### src/rtl/odo_pkg.sv
// Shared types, constants and helper functions for the differential drive odometry block.
package odo_pkg;

    localparam int CORDIC_STEPS_DEF = 16;
    localparam int ARC_IDX_W        = 5;

    localparam int CFG_INDEX_W = 2;
    localparam int CFG_DATA_W  = 16;

    localparam int SPEED_W = 16;
    localparam int TIME_W  = 16;
    localparam int GAIN_W  = 16;
    localparam int POS_W   = 32;
    localparam int HEAD_W  = 16;

    localparam int VEC_W   = 34;
    localparam int ANG_W   = 33;
    localparam int MUL_A_W = 34;
    localparam int MUL_B_W = 26;
    localparam int MUL_P_W = 60;
    localparam int DIST_W  = 25;

    localparam logic [CFG_INDEX_W-1:0] REG_DRIVE_GAIN   = 2'd0;
    localparam logic [CFG_INDEX_W-1:0] REG_HEADING_GAIN = 2'd1;

    localparam logic [GAIN_W-1:0] DRIVE_GAIN_RST   = 16'd1180;
    localparam logic [GAIN_W-1:0] HEADING_GAIN_RST = 16'd23114;
    localparam logic [HEAD_W-1:0] HEADING_RST      = 16'd49152;

    localparam logic signed [VEC_W-1:0] CORDIC_K = 34'sd652032874;
    localparam logic signed [VEC_W-1:0] POS_MAX  = 34'sd2147483647;
    localparam logic signed [VEC_W-1:0] POS_MIN  = -34'sd2147483648;

    typedef struct packed {
        logic                    done;
        logic signed [VEC_W-1:0] sin_val;
        logic signed [VEC_W-1:0] cos_val;
    } cordic_res_t;

    // Rotation angle of each CORDIC step in units of 2^-32 turn.
    function automatic logic signed [ANG_W-1:0] arc_angle(input logic [ARC_IDX_W-1:0] idx);
        logic signed [ANG_W-1:0] r;
        case (idx)
            5'd0:    r = 33'sd536870912;
            5'd1:    r = 33'sd316933406;
            5'd2:    r = 33'sd167458907;
            5'd3:    r = 33'sd85004756;
            5'd4:    r = 33'sd42667331;
            5'd5:    r = 33'sd21354465;
            5'd6:    r = 33'sd10679838;
            5'd7:    r = 33'sd5340245;
            5'd8:    r = 33'sd2670163;
            5'd9:    r = 33'sd1335087;
            5'd10:   r = 33'sd667544;
            5'd11:   r = 33'sd333772;
            5'd12:   r = 33'sd166886;
            5'd13:   r = 33'sd83443;
            5'd14:   r = 33'sd41722;
            5'd15:   r = 33'sd20861;
            5'd16:   r = 33'sd10430;
            5'd17:   r = 33'sd5215;
            5'd18:   r = 33'sd2608;
            5'd19:   r = 33'sd1304;
            5'd20:   r = 33'sd652;
            5'd21:   r = 33'sd326;
            5'd22:   r = 33'sd163;
            5'd23:   r = 33'sd81;
            default: r = '0;
        endcase
        return r;
    endfunction

    function automatic logic signed [POS_W-1:0] sat_pos(input logic signed [VEC_W-1:0] v);
        logic signed [POS_W-1:0] r;
        if (v > POS_MAX)
        begin
            r = POS_MAX[POS_W-1:0];
        end
        else if (v < POS_MIN)
        begin
            r = POS_MIN[POS_W-1:0];
        end
        else
        begin
            r = v[POS_W-1:0];
        end
        return r;
    endfunction

endpackage

### src/rtl/odo_mult.sv
// Shared signed multiplier with a registered product.
module odo_mult
    import odo_pkg::*;
(
    input  logic                      clk,
    input  logic signed [MUL_A_W-1:0] a,
    input  logic signed [MUL_B_W-1:0] b,
    output logic signed [MUL_P_W-1:0] p
);

    logic signed [MUL_P_W-1:0] p_reg;

    always_ff @(posedge clk)
    begin
        p_reg <= a * b;
    end

    assign p = p_reg;

endmodule

### src/rtl/odo_cordic.sv
// Iterative CORDIC in rotation mode giving sine and cosine of a binary angle.
module odo_cordic
    import odo_pkg::*;
#(
    parameter int CORDIC_STEPS = CORDIC_STEPS_DEF
)
(
    input  logic              clk,
    input  logic              rst_n,
    input  logic              start,
    input  logic [HEAD_W-1:0] angle,
    output cordic_res_t       res
);

    localparam int STEP_W = (CORDIC_STEPS > 1) ? $clog2(CORDIC_STEPS) : 1;
    localparam logic [STEP_W-1:0] LAST_STEP = STEP_W'(CORDIC_STEPS - 1);

    logic                    busy_reg, busy_next;
    logic                    done_reg, done_next;
    logic                    flip_reg, flip_next;
    logic [STEP_W-1:0]       cnt_reg, cnt_next;
    logic signed [VEC_W-1:0] x_reg, x_next;
    logic signed [VEC_W-1:0] y_reg, y_next;
    logic signed [ANG_W-1:0] z_reg, z_next;

    logic signed [HEAD_W-1:0] angle_s;
    logic                     flip_in;
    logic [HEAD_W-1:0]        angle_adj;
    logic signed [VEC_W-1:0]  x_sh, y_sh;
    logic signed [ANG_W-1:0]  arc;

    always_comb
    begin
        angle_s   = angle;
        flip_in   = (angle_s > 16'sd16384) || (angle_s < -16'sd16384);
        angle_adj = flip_in ? {~angle[HEAD_W-1], angle[HEAD_W-2:0]} : angle;
        x_sh      = x_reg >>> cnt_reg;
        y_sh      = y_reg >>> cnt_reg;
        arc       = arc_angle(ARC_IDX_W'(cnt_reg));

        busy_next = busy_reg;
        done_next = done_reg;
        flip_next = flip_reg;
        cnt_next  = cnt_reg;
        x_next    = x_reg;
        y_next    = y_reg;
        z_next    = z_reg;

        if (start)
        begin
            busy_next = 1'b1;
            done_next = 1'b0;
            flip_next = flip_in;
            cnt_next  = '0;
            x_next    = CORDIC_K;
            y_next    = '0;
            z_next    = {angle_adj[HEAD_W-1], angle_adj, 16'b0};
        end
        else if (busy_reg)
        begin
            if (!z_reg[ANG_W-1])
            begin
                x_next = x_reg - y_sh;
                y_next = y_reg + x_sh;
                z_next = z_reg - arc;
            end
            else
            begin
                x_next = x_reg + y_sh;
                y_next = y_reg - x_sh;
                z_next = z_reg + arc;
            end
            if (cnt_reg == LAST_STEP)
            begin
                busy_next = 1'b0;
                done_next = 1'b1;
            end
            else
            begin
                cnt_next = cnt_reg + 1'b1;
            end
        end
    end

    always_ff @(posedge clk or negedge rst_n)
    begin
        if (!rst_n)
        begin
            busy_reg <= 1'b0;
            done_reg <= 1'b0;
            cnt_reg  <= '0;
        end
        else
        begin
            busy_reg <= busy_next;
            done_reg <= done_next;
            cnt_reg  <= cnt_next;
        end
    end

    always_ff @(posedge clk)
    begin
        flip_reg <= flip_next;
        x_reg    <= x_next;
        y_reg    <= y_next;
        z_reg    <= z_next;
    end

    always_comb
    begin
        res.done    = done_reg;
        res.sin_val = flip_reg ? -y_reg : y_reg;
        res.cos_val = flip_reg ? -x_reg : x_reg;
    end

endmodule

### src/rtl/diff_drive_odometry.sv
// Top level of the differential drive odometry block: sequencer, pose state and ports.
//
// One request carries left_speed, right_speed and elapsed on a valid/ready channel.
// The block takes a request only while it is idle; it then runs the distance and
// turn products through one shared multiplier while a CORDIC unit rotates the old
// heading, one iteration per cycle. The sequencer then waits for the CORDIC result,
// forms the position update through the same multiplier and loads the new pose into
// the output register behind pos_x, pos_y and heading_out. Only then does it return
// to idle, so it cannot take a new request before it is through with the last one.
// The result sits in an output register and the block takes the next request while
// it waits. If the previous result has still not been taken when a new one is ready,
// the sequencer holds in its last step until the receiver takes it.
// Configuration writes on cfg_we/cfg_index/cfg_data take effect at once and must
// only be made while the block is idle. Reset clears the position to zero, sets the
// heading to minus a quarter turn and loads the default gains.
module diff_drive_odometry
    import odo_pkg::*;
#(
    parameter int CORDIC_STEPS = CORDIC_STEPS_DEF
)
(
    input  logic                       clk,
    input  logic                       rst_n,
    input  logic                       cfg_we,
    input  logic [CFG_INDEX_W-1:0]     cfg_index,
    input  logic [CFG_DATA_W-1:0]      cfg_data,
    input  logic                       in_valid,
    output logic                       in_ready,
    input  logic signed [SPEED_W-1:0]  left_speed,
    input  logic signed [SPEED_W-1:0]  right_speed,
    input  logic [TIME_W-1:0]          elapsed,
    output logic                       out_valid,
    input  logic                       out_ready,
    output logic signed [POS_W-1:0]    pos_x,
    output logic signed [POS_W-1:0]    pos_y,
    output logic [HEAD_W-1:0]          heading_out
);

    typedef enum logic [9:0] {
        S_IDLE = 10'b0000000001,
        S_M1   = 10'b0000000010,
        S_M2   = 10'b0000000100,
        S_M3   = 10'b0000001000,
        S_M4   = 10'b0000010000,
        S_M5   = 10'b0000100000,
        S_WAIT = 10'b0001000000,
        S_MS   = 10'b0010000000,
        S_MC   = 10'b0100000000,
        S_FIN  = 10'b1000000000
    } state_t;

    localparam logic signed [MUL_P_W-1:0] RND23 = 60'sd1 <<< 23;
    localparam logic signed [MUL_P_W-1:0] RND27 = 60'sd1 <<< 27;
    localparam logic signed [MUL_P_W-1:0] RND29 = 60'sd1 <<< 29;

    state_t state_reg, state_next;

    logic [GAIN_W-1:0]          drive_gain_reg, drive_gain_next;
    logic [GAIN_W-1:0]          heading_gain_reg, heading_gain_next;
    logic signed [POS_W-1:0]    pos_x_reg, pos_x_next;
    logic signed [POS_W-1:0]    pos_y_reg, pos_y_next;
    logic [HEAD_W-1:0]          heading_reg, heading_next;

    logic signed [SPEED_W-1:0]  left_reg, left_next;
    logic signed [SPEED_W-1:0]  right_reg, right_next;
    logic [TIME_W-1:0]          dt_reg, dt_next;
    logic signed [DIST_W-1:0]   dist_reg, dist_next;
    logic [HEAD_W-1:0]          turn_reg, turn_next;

    logic                       out_valid_reg, out_valid_next;
    logic signed [POS_W-1:0]    out_x_reg, out_x_next;
    logic signed [POS_W-1:0]    out_y_reg, out_y_next;
    logic [HEAD_W-1:0]          out_h_reg, out_h_next;

    logic signed [MUL_A_W-1:0]  mul_a;
    logic signed [MUL_B_W-1:0]  mul_b;
    logic signed [MUL_P_W-1:0]  mul_p;

    logic                       cordic_start;
    cordic_res_t                cordic_res;

    logic                       accept;
    logic                       load_ok;
    logic signed [SPEED_W:0]    wheel_sum;
    logic signed [SPEED_W:0]    wheel_diff;
    logic signed [MUL_P_W-1:0]  p_rnd24, p_rnd28, p_rnd30;
    logic signed [VEC_W-1:0]    x_sum, y_sum;
    logic signed [MUL_B_W-1:0]  dist_ext;

    odo_mult u_mult
    (
        .clk (clk),
        .a   (mul_a),
        .b   (mul_b),
        .p   (mul_p)
    );

    odo_cordic #(
        .CORDIC_STEPS (CORDIC_STEPS)
    ) u_cordic
    (
        .clk   (clk),
        .rst_n (rst_n),
        .start (cordic_start),
        .angle (heading_reg),
        .res   (cordic_res)
    );

    assign in_ready     = (state_reg == S_IDLE);
    assign accept       = in_valid && in_ready;
    assign cordic_start = accept;
    assign load_ok      = !out_valid_reg || out_ready;

    always_comb
    begin
        wheel_sum  = {left_reg[SPEED_W-1], left_reg} + {right_reg[SPEED_W-1], right_reg};
        wheel_diff = {right_reg[SPEED_W-1], right_reg} - {left_reg[SPEED_W-1], left_reg};
        p_rnd24    = (mul_p + RND23) >>> 24;
        p_rnd28    = (mul_p + RND27) >>> 28;
        p_rnd30    = (mul_p + RND29) >>> 30;
        dist_ext   = {{(MUL_B_W-DIST_W){dist_reg[DIST_W-1]}}, dist_reg};
        x_sum      = {{(VEC_W-POS_W){pos_x_reg[POS_W-1]}}, pos_x_reg} - p_rnd30[VEC_W-1:0];
        y_sum      = {{(VEC_W-POS_W){pos_y_reg[POS_W-1]}}, pos_y_reg} + p_rnd30[VEC_W-1:0];
    end

    always_comb
    begin
        state_next        = state_reg;
        drive_gain_next   = drive_gain_reg;
        heading_gain_next = heading_gain_reg;
        pos_x_next        = pos_x_reg;
        pos_y_next        = pos_y_reg;
        heading_next      = heading_reg;
        left_next         = left_reg;
        right_next        = right_reg;
        dt_next           = dt_reg;
        dist_next         = dist_reg;
        turn_next         = turn_reg;
        out_x_next        = out_x_reg;
        out_y_next        = out_y_reg;
        out_h_next        = out_h_reg;
        out_valid_next    = out_valid_reg && !out_ready;
        mul_a             = '0;
        mul_b             = '0;

        if (cfg_we)
        begin
            if (cfg_index == REG_DRIVE_GAIN)
            begin
                drive_gain_next = cfg_data;
            end
            else if (cfg_index == REG_HEADING_GAIN)
            begin
                heading_gain_next = cfg_data;
            end
        end

        case (state_reg)
            S_IDLE:
            begin
                if (accept)
                begin
                    left_next  = left_speed;
                    right_next = right_speed;
                    dt_next    = elapsed;
                    state_next = S_M1;
                end
            end
            S_M1:
            begin
                mul_a      = {{(MUL_A_W-SPEED_W-1){wheel_sum[SPEED_W]}}, wheel_sum};
                mul_b      = {{(MUL_B_W-GAIN_W){1'b0}}, drive_gain_reg};
                state_next = S_M2;
            end
            S_M2:
            begin
                mul_a      = mul_p[MUL_A_W-1:0];
                mul_b      = {{(MUL_B_W-TIME_W){1'b0}}, dt_reg};
                state_next = S_M3;
            end
            S_M3:
            begin
                dist_next  = p_rnd24[DIST_W-1:0];
                mul_a      = {{(MUL_A_W-SPEED_W-1){wheel_diff[SPEED_W]}}, wheel_diff};
                mul_b      = {{(MUL_B_W-TIME_W){1'b0}}, dt_reg};
                state_next = S_M4;
            end
            S_M4:
            begin
                mul_a      = mul_p[MUL_A_W-1:0];
                mul_b      = {{(MUL_B_W-GAIN_W){1'b0}}, heading_gain_reg};
                state_next = S_M5;
            end
            S_M5:
            begin
                turn_next  = p_rnd28[HEAD_W-1:0];
                state_next = S_WAIT;
            end
            S_WAIT:
            begin
                if (cordic_res.done)
                begin
                    state_next = S_MS;
                end
            end
            S_MS:
            begin
                mul_a      = cordic_res.sin_val;
                mul_b      = dist_ext;
                state_next = S_MC;
            end
            S_MC:
            begin
                pos_x_next = sat_pos(x_sum);
                mul_a      = cordic_res.cos_val;
                mul_b      = dist_ext;
                state_next = S_FIN;
            end
            S_FIN:
            begin
                mul_a = cordic_res.cos_val;
                mul_b = dist_ext;
                if (load_ok)
                begin
                    pos_y_next     = sat_pos(y_sum);
                    heading_next   = heading_reg + turn_reg;
                    out_x_next     = pos_x_reg;
                    out_y_next     = sat_pos(y_sum);
                    out_h_next     = heading_reg + turn_reg;
                    out_valid_next = 1'b1;
                    state_next     = S_IDLE;
                end
            end
            default:
            begin
                state_next = S_IDLE;
            end
        endcase
    end

    always_ff @(posedge clk or negedge rst_n)
    begin
        if (!rst_n)
        begin
            state_reg        <= S_IDLE;
            drive_gain_reg   <= DRIVE_GAIN_RST;
            heading_gain_reg <= HEADING_GAIN_RST;
            pos_x_reg        <= '0;
            pos_y_reg        <= '0;
            heading_reg      <= HEADING_RST;
            out_valid_reg    <= 1'b0;
        end
        else
        begin
            state_reg        <= state_next;
            drive_gain_reg   <= drive_gain_next;
            heading_gain_reg <= heading_gain_next;
            pos_x_reg        <= pos_x_next;
            pos_y_reg        <= pos_y_next;
            heading_reg      <= heading_next;
            out_valid_reg    <= out_valid_next;
        end
    end

    always_ff @(posedge clk)
    begin
        left_reg  <= left_next;
        right_reg <= right_next;
        dt_reg    <= dt_next;
        dist_reg  <= dist_next;
        turn_reg  <= turn_next;
        out_x_reg <= out_x_next;
        out_y_reg <= out_y_next;
        out_h_reg <= out_h_next;
    end

    assign out_valid   = out_valid_reg;
    assign pos_x       = out_x_reg;
    assign pos_y       = out_y_reg;
    assign heading_out = out_h_reg;

endmodule

### config.mk
export PLATFORM = sky130hd
export DESIGN_NAME = diff_drive_odometry
export DESIGN_NICKNAME = d
export VERILOG_FILES = /design/src/rtl/odo_pkg.sv /design/src/rtl/odo_mult.sv /design/src/rtl/odo_cordic.sv /design/src/rtl/diff_drive_odometry.sv
export SDC_FILE = /design/constraint.sdc
export NUM_CORES = 2
export LEC_CHECK = 0
export BUFFER_PORTS_ARGS = -buffer_cell sky130_fd_sc_hd__buf_2
export CAP_MARGIN = 15
export CORE_MARGIN = 4
export CORE_UTILIZATION = 45
export DETAILED_ROUTE_END_ITERATION = 16
export PLACE_DENSITY = 0.58
export SETUP_SLACK_MARGIN = 0.5
export SKIP_CTS_REPAIR_TIMING = 1
export SYNTH_ARGS = -nofsm -noshare
export SYNTH_HDL_FRONTEND = slang
export SYNTH_SLANG_ARGS = --single-unit
### constraint.sdc
create_clock -name clk -period 21.1 [get_ports clk]
set_input_delay 1.055 -clock clk [delete_from_list [all_inputs] [get_ports clk]]
set_output_delay 1.055 -clock clk [all_outputs]
set_load 0.02 [all_outputs]
Word level (Yosys, flattened, before mapping):

Memory sizes are Yosys's and may differ from the RTL's.
Index checks and enable logic that the tools add are counted.

* reduce and logical (&&, ||, !) cells: 20
* shifts and indexed selects: 2
* add/subtract/negate cells: 17
* order comparisons: 6
* mux-type cells: 29
* multiply operators: 1
* bitwise gates (word level): 2
* equal/unequal tests: 16

Operators by type and width (count)
* case mux 34 bit (5 select lines): 1
* 2-to-1 mux 34 bit: 4
* 2-to-1 mux 32 bit: 4
* case mux 26 bit (4 select lines): 1
* case mux 10 bit (10 select lines): 1
* 2-to-1 mux 33 bit: 3
* adder 34 bit: 2
* negator 34 bit: 2
* >>> shifter 34 x 4 -> 34 bit: 2
* subtractor 34 bit: 2
* greater-than comparator 33 x 32 -> 1 bit (second input constant): 2
* < comparator 33 x 32 -> 1 bit (second input constant): 2
* adder 60 x 31 -> 60 bit (second input constant): 1
* multiplier 34 x 26 -> 60 bit: 1
* adder 49 x 25 -> 49 bit (second input constant): 1
* adder 44 x 29 -> 44 bit (second input constant): 1
* adder 32 x 30 -> 33 bit: 1
* adder 33 bit: 1
* subtractor 32 x 30 -> 33 bit: 1
* subtractor 33 bit: 1
* 2-to-1 mux 10 bit: 3
* adder 16 x 16 -> 17 bit: 1
* subtractor 16 x 16 -> 17 bit: 1
* adder 16 bit: 1
* other kinds (30): 53

* bits in registers: 460
* output and inout port bits: 82
* memories: 1
* ROM bits: 480
* logic and storage cells: 118

Memory list
* (no name shown): depth 16, width 30, read ports 1, clocked after Yosys merged registers in 0, write ports 0, line odo_pkg.sv:43 `case (idx)`

Depth between registers and ports, before layout:

* depth in word-level cells: 5
* depth in mapped cells: 40

Hierarchy:

Synthesis repeated with hierarchy kept, for this count alone.

* cells, all modules: 7367
* area, all modules: 66342.4 um^2

Modules (own cells, without submodules)
* odo_mult: area each 31900.6 um^2, cells each 3452, sequential area each 1201.2 um^2, times used 1
* diff_drive_odometry: area each 18002.3 um^2, cells each 1818, sequential area each 8171.6 um^2, times used 1
* odo_cordic: area each 16439.5 um^2, cells each 2097, sequential area each 2372.3 um^2, times used 1

Worst setup path after synthesis:

Ideal clock, no wire load.

* path type: register -> register
* start: reg u_cordic.x_reg[2]
* end: reg u_mult.p_reg[58] (netlist: u_mult.p[58])
* clock period less this slack: 9.539 ns
* path buffers: 3
* cell stages (with the launch flop): 37
* setup time: 0.072 ns
* setup slack: 11.561 ns
* arrival: 9.467 ns
* data required time: 21.028 ns
* path through: dfxtp_1 buf_6 or4_1 or4_4 nand2b_4 or4_4 buf_6 o31ai_2 xnor2_1 o22ai_1 a21oi_1 nand3_1 buf_2 nand2_1 fa_1 inv_1 fa_1 inv_1 fa_1 inv_1 fa_1 fa_1 fa_1 inv_1 fa_1 inv_1 ha_1 and3_1 o31ai_1 a221oi_1 a31o_2 a32o_1 o41ai_1 a31o_2 o21ai_0 a21oi_1 xnor2_1

* cells in the longest elaborated chain, start to end: 4

RTL lines
* start: declaration: line odo_cordic.sv:22 `logic signed [VEC_W-1:0] x_reg, x_next;`
* start signal: assignment: line odo_cordic.sv:104 `x_reg <= x_next;`
* negator 34 bit: line odo_cordic.sv:113 `res.cos_val = flip_reg ? -x_reg : x_reg;`
* 2-to-1 mux 34 bit *: line odo_cordic.sv:113
* case mux 34 bit (5 select lines) *: line diff_drive_odometry.sv:158 `case (state_reg)`
* multiplier 34 x 26 -> 60 bit *: line odo_mult.sv:15 `p_reg <= a * b;`
* end signal: assignment: line odo_mult.sv:15
* end: declaration: line odo_mult.sv:11 `logic signed [MUL_P_W-1:0] p_reg;`

Mark *: on every way between the ends. The rest lies on a longest branch, timed or not.
A chain may end at the register's enable or synchronous reset.

Final worst setup path:

* start: reg left_reg[1]
* end: reg u_mult.p_reg[58] (netlist: u_mult.p[58])

* cells in the longest elaborated chain, start to end: 3
* elaborated cells on any way between the ends: 4

RTL lines
* start: declaration: line diff_drive_odometry.sv:64 `logic signed [SPEED_W-1:0] left_reg, left_next;`
* start signal: assignment: line diff_drive_odometry.sv:267 `left_reg <= left_next;`
* subtractor 16 x 16 -> 17 bit / adder 16 x 16 -> 17 bit (equally long branches): line diff_drive_odometry.sv:117, diff_drive_odometry.sv:116
* case mux 34 bit (5 select lines) *: line diff_drive_odometry.sv:158
* multiplier 34 x 26 -> 60 bit *: line odo_mult.sv:15

Marks and branches as above.

==> results.py <==
metrics = {
    "synth": {
        "syn-num-nets": 8842,
        "synth_top_area_cell": "fa_1",
        "synth_enable_flop_cells": 187,
        "syn_area_um2": 66200,
        "yosys_most_used_dff": "edfxtp_1",
        "ys_async_sr_fraction_pct": 28.0,
        "yosysMostFrequentCell": "inv_1",
        "ys_ff_latch": 460,
        "ys_types": 95,
        "synth_cells": 7477,
        "yosysWarnings": 0,
        "synth_commonest_cells": "1193 x inv_1, 911 x fa_1, 890 x nand2_1, 708 x nor2_1, 383 x ha_1",
        "synth_area_per_cell_um2": 8.86,
        "synth.area.top_cells": "fa_1 28%, edfxtp_1 8.5%, ha_1 7.2%, inv_1 6.8%, nand2_1 5.0%",
        "ys_seq_area_share_pct": 17.7,
        "synth_top_area_share_pct": 27.5,
    },
    "global_routing": {
        "antenna_found_initial": 6,
        "grt_util_all_layers_pct": 27.6,
        "grt_pass1_wl_mm": 326,
        "grt_max_degree": 87,
        "grt_overflow": 0,
        "grt_pass1_vias": 54700,
    },
    "clock_network": {
        "cts_buffers": 54,
        "cts_tree": "yes",
        "cts_max_path_buffers": 3,
        "insertion_delay_ns": 0.70,
        "htree_num_levels": 2,
        "cts.sinks": 460,
        "clk_pin_slew_ns": 0.06,
        "root_buffer": "clkbuf_16",
    },
    "critical_path": {
        "slowest_delay_ns": 0.97,
        "crit_path_frequent_cell": "fa_1",
        "worstSetupPathType": "flop to flop",
        "startpoint_type": "flop",
        "worst_path_max_delay_cell": "o41ai_1",
        "cp.arrival_ns": 12.26,
        "cp_max_fo": 16,
        "cp.required_ns": 21.69,
        "endpoint_kind": "flop",
    },
    "sta": {
        "worst_slew_pin_slew_ns": 1.48,
        "skew_ns": 0.0755,
        "hold_slack_ns": 0.376,
        "fmax_ghz": 0.0856,
        "min_period_over_period_pct": 55.3,
        "period_needed_ns": 11.68,
        "final-max-slew-violation-count": 0,
        "rsz0062_at_grt": "no",
        "finalSetupViolCount": 0,
        "tns_ns": 0,
        "relSlewSlack_pct": 1.24,
        "hold_viol_final": 0,
    },
    "drt": {
        "drt_first_iter_violations": 3982,
        "vias_per_cell": 5.73,
        "drc_errors": 0,
        "via_count": 53800,
        "first_pass_iters": 7,
        "ant_nets": 0,
        "avgRoutedWirePerCell_um": 22.6,
        "drt_wl_total_mm": 213,
    },
    "finish": {
        "fillerInstances": 13900,
        "finalNonFillerCells": 9401,
        "layout.nets": 8800,
        "multi_input_area_um2": 48600,
        "utilization_pct": 48.7,
        "register_area_um2": 11800,
        "syn_to_final_growth_pct": 7.34,
        "drive_above_1_share_pct": 8.84,
    },
    "job": {
        "maxCapViolCount": 0,
    },
    "power_and_ir_drop": {
        "power.leakage_nw": 33.6,
        "p_sw_mw": 5.39,
        "power.total_mw": 10.4,
        "p_seq_share_pct": 14.5,
        "p_per_area_nw_per_um2": 147,
        "clkPwrFrac_pct": 9.7,
        "power_frac_comb_pct": 75.8,
        "intPower_mw": 5.03,
        "ir_drop_uv": 105,
        "netSwitchingFraction_pct": 51.7,
    },
    "floorplanning": {
        "ioPinCount": 153,
        "start_util_pct": 45.4,
        "core_um2": 146000,
        "fp-row-count": 140,
        "die_area_um2": 153000,
        "fp.dieW_um": 392,
        "die_h_um": 392,
    },
    "outcome": {
        "status": "finished clean",
    },
    "placement": {
        "io_buffers": 152,
        "place_inst": 9295,
        "gp_congestion": 0.970,
        "hpwl_mm": 164,
    },
    "hold_path": {
        "hold_path_class": "input port to async pin",
    },
}
## cell type report
type,count,share of cell area (%)
diodes,3,0.0106
clock buffers,66,2.04
clock inverters,36,0.641
inverters,1200,6.34
multi-input cells,5424,68.4
flip-flops and latches,460,16.5
well taps,1917,3.37
repair buffers,295,2.63
## worst max-delay path: cells and delay by family, from the launching register on
kind,cells,cell delay [ns]
compound gates,15,5.75
fa+ha+maj,9,4.09
simple gates,4,0.77
flops,1,0.45
buf+inv,6,0.40
xor+xnor,1,0.13
## path summary, 6_finish.rpt
path                                               end                       from  cells after the start  slack [ns]
setup / recovery                  u_mult.p[58]$_DFF_P_      left_reg[1]$_DFFE_PP_                     35        9.42
hold / removal               pos_x_reg[28]$_DFFE_PN0N_                      rst_n                      1        0.38
setup reg to reg                  u_mult.p[58]$_DFF_P_      left_reg[1]$_DFFE_PP_                     35        9.42
hold reg to reg                    pos_x[30]$_DFFE_PP_  pos_x_reg[30]$_DFFE_PN0N_                      0        0.49
max in group asynchronous  u_cordic.busy_reg$_DFF_PN0_                      rst_n                      2       19.16
min in group clk                   pos_x[30]$_DFFE_PP_  pos_x_reg[30]$_DFFE_PN0N_                      0        0.49
## layout by cell type (no fill, tap or decap), types with 46 or more instances in the layout
cell,count
inv_1,1192
fa_1,911
nand2_1,888
nor2_1,708
ha_1,383
a21oi_1,331
o21ai_0,255
xnor2_1,252
edfxtp_1,187
xor2_1,186
buf_2,151
dfxtp_1,144
buf_4,141
a21o_1,116
dfrtp_1,109
mux2i_1,102
mux2_2,95
and2_1,78
nor3_1,76
nand3_1,75
mux4_2,68
nand2b_1,59
clkbuf_16,56
and3_1,51
a31oi_1,50
a211oi_1,46
## power groups by stage
stage	Combinational [mW]	Clock, mW	Sequential [mW]
after global routing	8.74	1.07	1.54
after CTS	7.81	1.03	1.50
after floorplan	6.06	0	1.33
after global placement	7.68	0	1.51
final	7.90	1.01	1.51
after detailed placement	7.74	0	1.52
## metal layers
metal | up-vias | global-route usage, % | share of wire [%]
li1 | 24300 | - | -
met1 | 27000 | 37.2 | 42
met2 | 2052 | 43.8 | 45
met3 | 488 | 5.89 | 8.3
met4 | 0 | 10.3 | 4.4
met5 | - | 0 | 0
## cells by family after synthesis
family / share of synthesized area, %
multiplexers: 5.50
AND/OR/NAND/NOR: 14.4
buffers and inverters: 9.16
AO/OA/AOI/OAI: 12.4
XOR/XNOR: 5.79
flip-flops: 17.7
adder cells (fa/ha/maj): 35.0
## stage by stage
stage	worst slack (ns)	area [µm²]
4_1_cts	9.51	71100
2_1_floorplan	11.56	66200
3_5_place_dp	9.55	69200
6_report	9.42	71100
3_3_place_gp	9.77	69100
5_1_grt	9.05	71100
Note: power is estimated with default switching activity, not from simulation.
